$ cat src/qpwg_pkg.sv
// ----------------------------------------------------------------------------
// qpwg_pkg: shared constants and types for the weighted gradient block
// Fixed-point format, register map and the result status struct.
// ----------------------------------------------------------------------------
package qpwg_pkg;

  localparam int unsigned FracBitsDef  = 16;
  localparam int unsigned DataWidthDef = 32;
  localparam int unsigned IoWidth      = 32;
  localparam int unsigned AddrWidth    = 2;

  localparam logic [AddrWidth-1:0] RegStiffnessGain = 2'd0;
  localparam logic [IoWidth-1:0]   StiffnessReset   = 32'sd65536;

  // Status held with each result in the output register.
  typedef struct packed {
    logic valid;
    logic last;
    logic sing;
    logic clip;
  } qpwg_ctl_t;

endpackage

$ cat src/qpwg_div.sv
// ----------------------------------------------------------------------------
// qpwg_div: pipelined restoring divider
// Computes 2^(2*FRAC_BITS) / den truncated toward zero and saturated to DATA_WIDTH,
// one quotient bit per stage, with side data carried along the stages.
// ----------------------------------------------------------------------------
module qpwg_div #(
  parameter int unsigned FRAC_BITS  = qpwg_pkg::FracBitsDef,
  parameter int unsigned DATA_WIDTH = qpwg_pkg::DataWidthDef,
  parameter int unsigned SIDE_W     = 1
) (
  input  logic                         clk_i,
  input  logic                         rst_ni,
  input  logic                         in_valid_i,
  input  logic signed [DATA_WIDTH-1:0] den_i,
  input  logic [SIDE_W-1:0]            side_i,
  output logic                         out_valid_o,
  output logic signed [DATA_WIDTH-1:0] quo_o,
  output logic                         clip_o,
  output logic [SIDE_W-1:0]            side_o
);
  import qpwg_pkg::*;

  localparam int unsigned NumW  = 2 * FRAC_BITS + 2;
  localparam int unsigned Steps = NumW;
  localparam int unsigned RemW  = DATA_WIDTH + 1;

  logic [Steps:0]             vld_q;
  logic [Steps:0][RemW-1:0]   rem_q;
  logic [Steps:0][NumW-1:0]   quo_q;
  logic [Steps:0][DATA_WIDTH-1:0] dmag_q;
  logic [Steps:0]             neg_q;
  logic [Steps:0][SIDE_W-1:0] side_q;
  logic [Steps-1:0][RemW:0]   trial;
  logic [Steps-1:0][RemW-1:0] shifted;

  always_ff @(posedge clk_i or negedge rst_ni) begin
    if (!rst_ni) begin
      vld_q <= '0;
    end else begin
      vld_q <= {vld_q[Steps-1:0], in_valid_i};
    end
  end

  always_comb begin
    for (int s = 0; s < Steps; s++) begin
      shifted[s] = {rem_q[s][RemW-2:0], quo_q[s][NumW-1]};
      trial[s]   = {1'b0, shifted[s]} - {2'b0, dmag_q[s]};
    end
  end

  // Stage 0 captures magnitude and sign; quotient register holds the dividend.
  always_ff @(posedge clk_i) begin
    rem_q[0]  <= '0;
    quo_q[0]  <= NumW'(1) << (2 * FRAC_BITS);
    dmag_q[0] <= den_i[DATA_WIDTH-1] ? DATA_WIDTH'(-den_i) : DATA_WIDTH'(den_i);
    neg_q[0]  <= den_i[DATA_WIDTH-1];
    side_q[0] <= side_i;
    for (int s = 0; s < Steps; s++) begin
      if (!trial[s][RemW]) begin
        rem_q[s+1] <= trial[s][RemW-1:0];
      end else begin
        rem_q[s+1] <= shifted[s];
      end
      quo_q[s+1]  <= {quo_q[s][NumW-2:0], ~trial[s][RemW]};
      dmag_q[s+1] <= dmag_q[s];
      neg_q[s+1]  <= neg_q[s];
      side_q[s+1] <= side_q[s];
    end
  end

  logic [NumW:0]        sq;
  logic signed [NumW:0] sv;
  logic                 big;
  always_comb begin
    sq  = {1'b0, quo_q[Steps]};
    sv  = neg_q[Steps] ? -$signed(sq) : $signed(sq);
    big = (sv > $signed((NumW+1)'({1'b0, {(DATA_WIDTH-1){1'b1}}})))
       || (sv < -$signed((NumW+1)'({1'b1, {(DATA_WIDTH-1){1'b0}}})));
  end

  assign out_valid_o = vld_q[Steps];
  assign side_o      = side_q[Steps];
  assign clip_o      = big;
  assign quo_o       = big ? (sv[NumW] ? {1'b1, {(DATA_WIDTH-1){1'b0}}}
                                       : {1'b0, {(DATA_WIDTH-1){1'b1}}})
                           : DATA_WIDTH'(sv);
endmodule

$ cat config.mk
export PLATFORM = sky130hd
export DESIGN_NAME = qpwg_div
export DESIGN_NICKNAME = d
export VERILOG_FILES = /design/src/qpwg_pkg.sv /design/src/qpwg_div.sv
export SDC_FILE = /design/constraint.sdc
export NUM_CORES = 2
export LEC_CHECK = 0
export BUFFER_PORTS_ARGS = -buffer_cell sky130_fd_sc_hd__buf_4
export CORE_MARGIN = 4
export CORE_UTILIZATION = 34
export DETAILED_ROUTE_END_ITERATION = 8
export HOLD_SLACK_MARGIN = 0.03
export MAX_ROUTING_LAYER = met4
export SETUP_SLACK_MARGIN = 0.05
export SYNTH_ARGS = -nofsm -noshare
export SYNTH_HDL_FRONTEND = slang
export SYNTH_SLANG_ARGS = --single-unit
$ cat constraint.sdc
create_clock -name clk_i -period 4.35 [get_ports clk_i]
set_input_delay 0.6525 -clock clk_i [delete_from_list [all_inputs] [get_ports clk_i]]
set_output_delay 0.6525 -clock clk_i [all_outputs]
set_load 0.02 [all_outputs]
==> results_dict.tcl <==
set metrics [dict create \
    worst-endpoint-required_ns 3.70 \
    path_class "register to output port" \
    gr-total-overflow 0 \
    synth_top_area_frac 0.462 \
    layout-drive-gt1-share 0.0835 \
    hold_class "input pin to asynchronous set/reset pin" \
    startpoint_type "register" \
    wl_per_cell_um 14.1 \
    multi_input_area_mm2 0.0589 \
    reg2regPathDepth 12 \
    critical-path-top-delay-family "simple AND/OR/NAND/NOR gates" \
    synth_common_cells "2809 x dfxtp_1, 1289 x inv_1, 1026 x ha_1" \
    via_per_inst 4.78 \
    drc_errors 0 \
    ys_top_cells_by_area "dfxtp_1 46%, ha_1 11%, inv_1 4.0%" \
    finalHoldViolCount 0 \
    dp_hpwl_um 193000 \
    cts_root_buf "clkbuf_16" \
    p_total_uw 123000 \
    synth_top_area_cell "dfxtp_1" \
    rows 219 \
    outcome "complete, no violations" \
    tightest_slew_ns 1.05 \
    slowest_stage "or4_4" \
    synthesis.area_mm2 0.122 \
    critical_path_arrival_ns 3.67 \
    ys_seq_area_frac 0.470 \
    ys.flop_type "dfxtp_1" \
    power.density_mw_per_mm2 882 \
    fillers 35000 \
    dr.pass1.iters 5 \
    final_nets 14100 \
    fin_crit_ns 4.33 \
    async_flop_share 0.0123 \
    die_h_um 606 \
    cts_sinks 2844 \
    ant_nets 0 \
    wirelength_um 254000 \
    gp_congestion 0.869 \
    startpoint "quo_q[1164]" \
    grt_usage 0.139 \
    ys_ff_latch 2844 \
    worst-path-stages 11 \
    ir_drop_mv 0.549 \
    clk_path_buf_depth 4 \
    clkLatencyLatePin_ns 0.89 \
    critPathBufInv 3 \
    fin_skew_ns 0.0724 \
    core_mm2 0.356 \
    antenna_found_initial 8 \
    drt_iter0_drc 4520 \
    avgSynthCellArea_um2 9.53 \
    slew_viol_final 0 \
    area_growth_pct 15.0 \
    synthDistinctLibCells 96 \
    postLayoutCoreUtil 0.393 \
    grt_pass1_wl_um 418000 \
    path_cells "or4_4 > nor4_4 > buf_4 > nand3_4 > or4_4 > nor3_4 > o21ai_2 > a31oi_4 > buf_4 > o21ai_0 > buf_4" \
    grt_pass1_vias 84200 \
    vias 86200 \
    grt_start_max_net_pins 62 \
    yosysMostFrequentCell "dfxtp_1" \
    place_area_mm2 0.128 \
    critPathMaxFanout 7 \
    seq_area_mm2 0.0571 \
    synth-edff-count 0 \
    finalSetupViolCount 0 \
    htree_levels 5 \
    rsz0062_at_grt "yes" \
    clk_pin_slew_ns 0.07 \
    postSynthCellCount 12800 \
    die_w_um 606 \
    path_common_cell "buf_4" \
    fmax_mhz 231 \
    boundaryPins 71 \
    cp_slowest_stage_delay_ns 0.56 \
    initial_core_util 0.342 \
    die-area_mm2 0.367 \
    p_leak_uw 0.0627 \
    cp-endpoint "quo_o[5]" \
    cap_violations 0 \
    crit-reg2reg-launch "dmag_q[321]" \
    place.port_buffers 70 \
    rrSetupSlack_ns 0.34 \
    fin_worst_hold_slack_ns 0.284 \
    cts_made_buffers 306 \
    maxSlewHeadroom 0.281 \
    final_area_mm2 0.140 \
    cp-end-kind "output port" \
    fin_crit_sh 0.994 \
    cts_tree "built" \
    fin_tns_setup_ns 0 \
    r2r_end "rem_q[376]" \
    ys_warn_count 0 \
]
routing by layer:
metal  GRT usage  share of wire  wire length [um]
met1       0.160           0.44            112000
met2       0.246           0.49            125000
met3      0.0166          0.031              7870
met4      0.0512          0.037              9280
met5           -              0                 0
worst min-delay path by stage:
stage	startpoint	to	slack, ns	cells after the start
global placement	quo_q[558]	quo_q[593]	0.31	0
global route	rst_ni	vld_q[8]	0.27	2
detailed placement	neg_q[16]	neg_q[17]	0.31	0
finish	rst_ni	vld_q[8]	0.28	2
CTS	rst_ni	vld_q[8]	0.21	2
floorplan	neg_q[9]	neg_q[10]	0.31	0
where the power goes:
part	total, uW	internal (uW)	switching (uW)
logic	56600	26000	30600
registers	39600	34900	4740
clock network	27100	16500	10600
placed cells by master, fill, tap and decap left out, types with 45 or more instances in the layout:
master,netlist,final
a211oi_1,127,125
a21o_1,403,403
a21oi_1,870,870
a31oi_1,95,92
and2_1,72,71
and3_1,91,91
buf_4,3,148
clkbuf_1,180,45
clkbuf_16,0,312
clkbuf_8,0,62
clkinv_2,0,53
dfxtp_1,2809,2807
dlygate4sd3_1,0,47
ha_1,1026,1026
inv_1,1289,1289
mux2_2,235,235
nand2_1,904,904
nand2b_1,164,164
nand3_1,164,163
nand4_1,77,77
nor2_1,747,745
nor2b_1,135,135
nor3_1,178,175
o211ai_1,64,64
o21a_1,226,224
o21ai_0,935,911
o21bai_1,77,77
o31a_1,57,57
o31ai_1,128,126
or2_2,50,48
or3_1,73,71
xnor2_1,432,432
xor2_1,380,380
registers in the layout, summed over array words and instances (netlist names):
signal  count
dmag_q   1088
rem_q    1056
side_q     34
neg_q      35
quo_q     595
vld_q      35
side_o      1
timing repair:
action | in CTS | in global routing
resized for setup | 43 | 42
setup endpoints to repair | 32 | 32
setup buffers | 8 | 4
pin swaps | 11 | 19
hold buffers | 47 | 0
cloned | 2 | 1
hold endpoints to repair | 70 | 0
cell type report:
cell class              instances  share of cell area
clock inverters               137              0.0137
diodes                          4           0.0000716
multi-input cells            8363               0.421
repair buffers                238              0.0163
well taps                    4751              0.0425
inverters                    1293              0.0347
clock buffers                 419              0.0631
flip-flops and latches       2844               0.408
kinds of logic after synthesis:
kind of cell,share of synthesized area
compound gates,0.180
xor+xnor,0.0585
fa+ha+maj,0.111
buf+inv,0.0491
flops,0.470
mux,0.0239
other cells,0.0000308
simple gates,0.108
per-stage QoR:
stage / std cells / setup WS [ns]
after floorplan: 12800 / 0.769
after global placement: 17400 / 0.367
after detailed placement: 17400 / 0.391
after CTS: 18000 / -0.106
after global routing: 18000 / -0.144
final: 18000 / 0.0241
No activity file was read; power rests on OpenSTA's default activity.
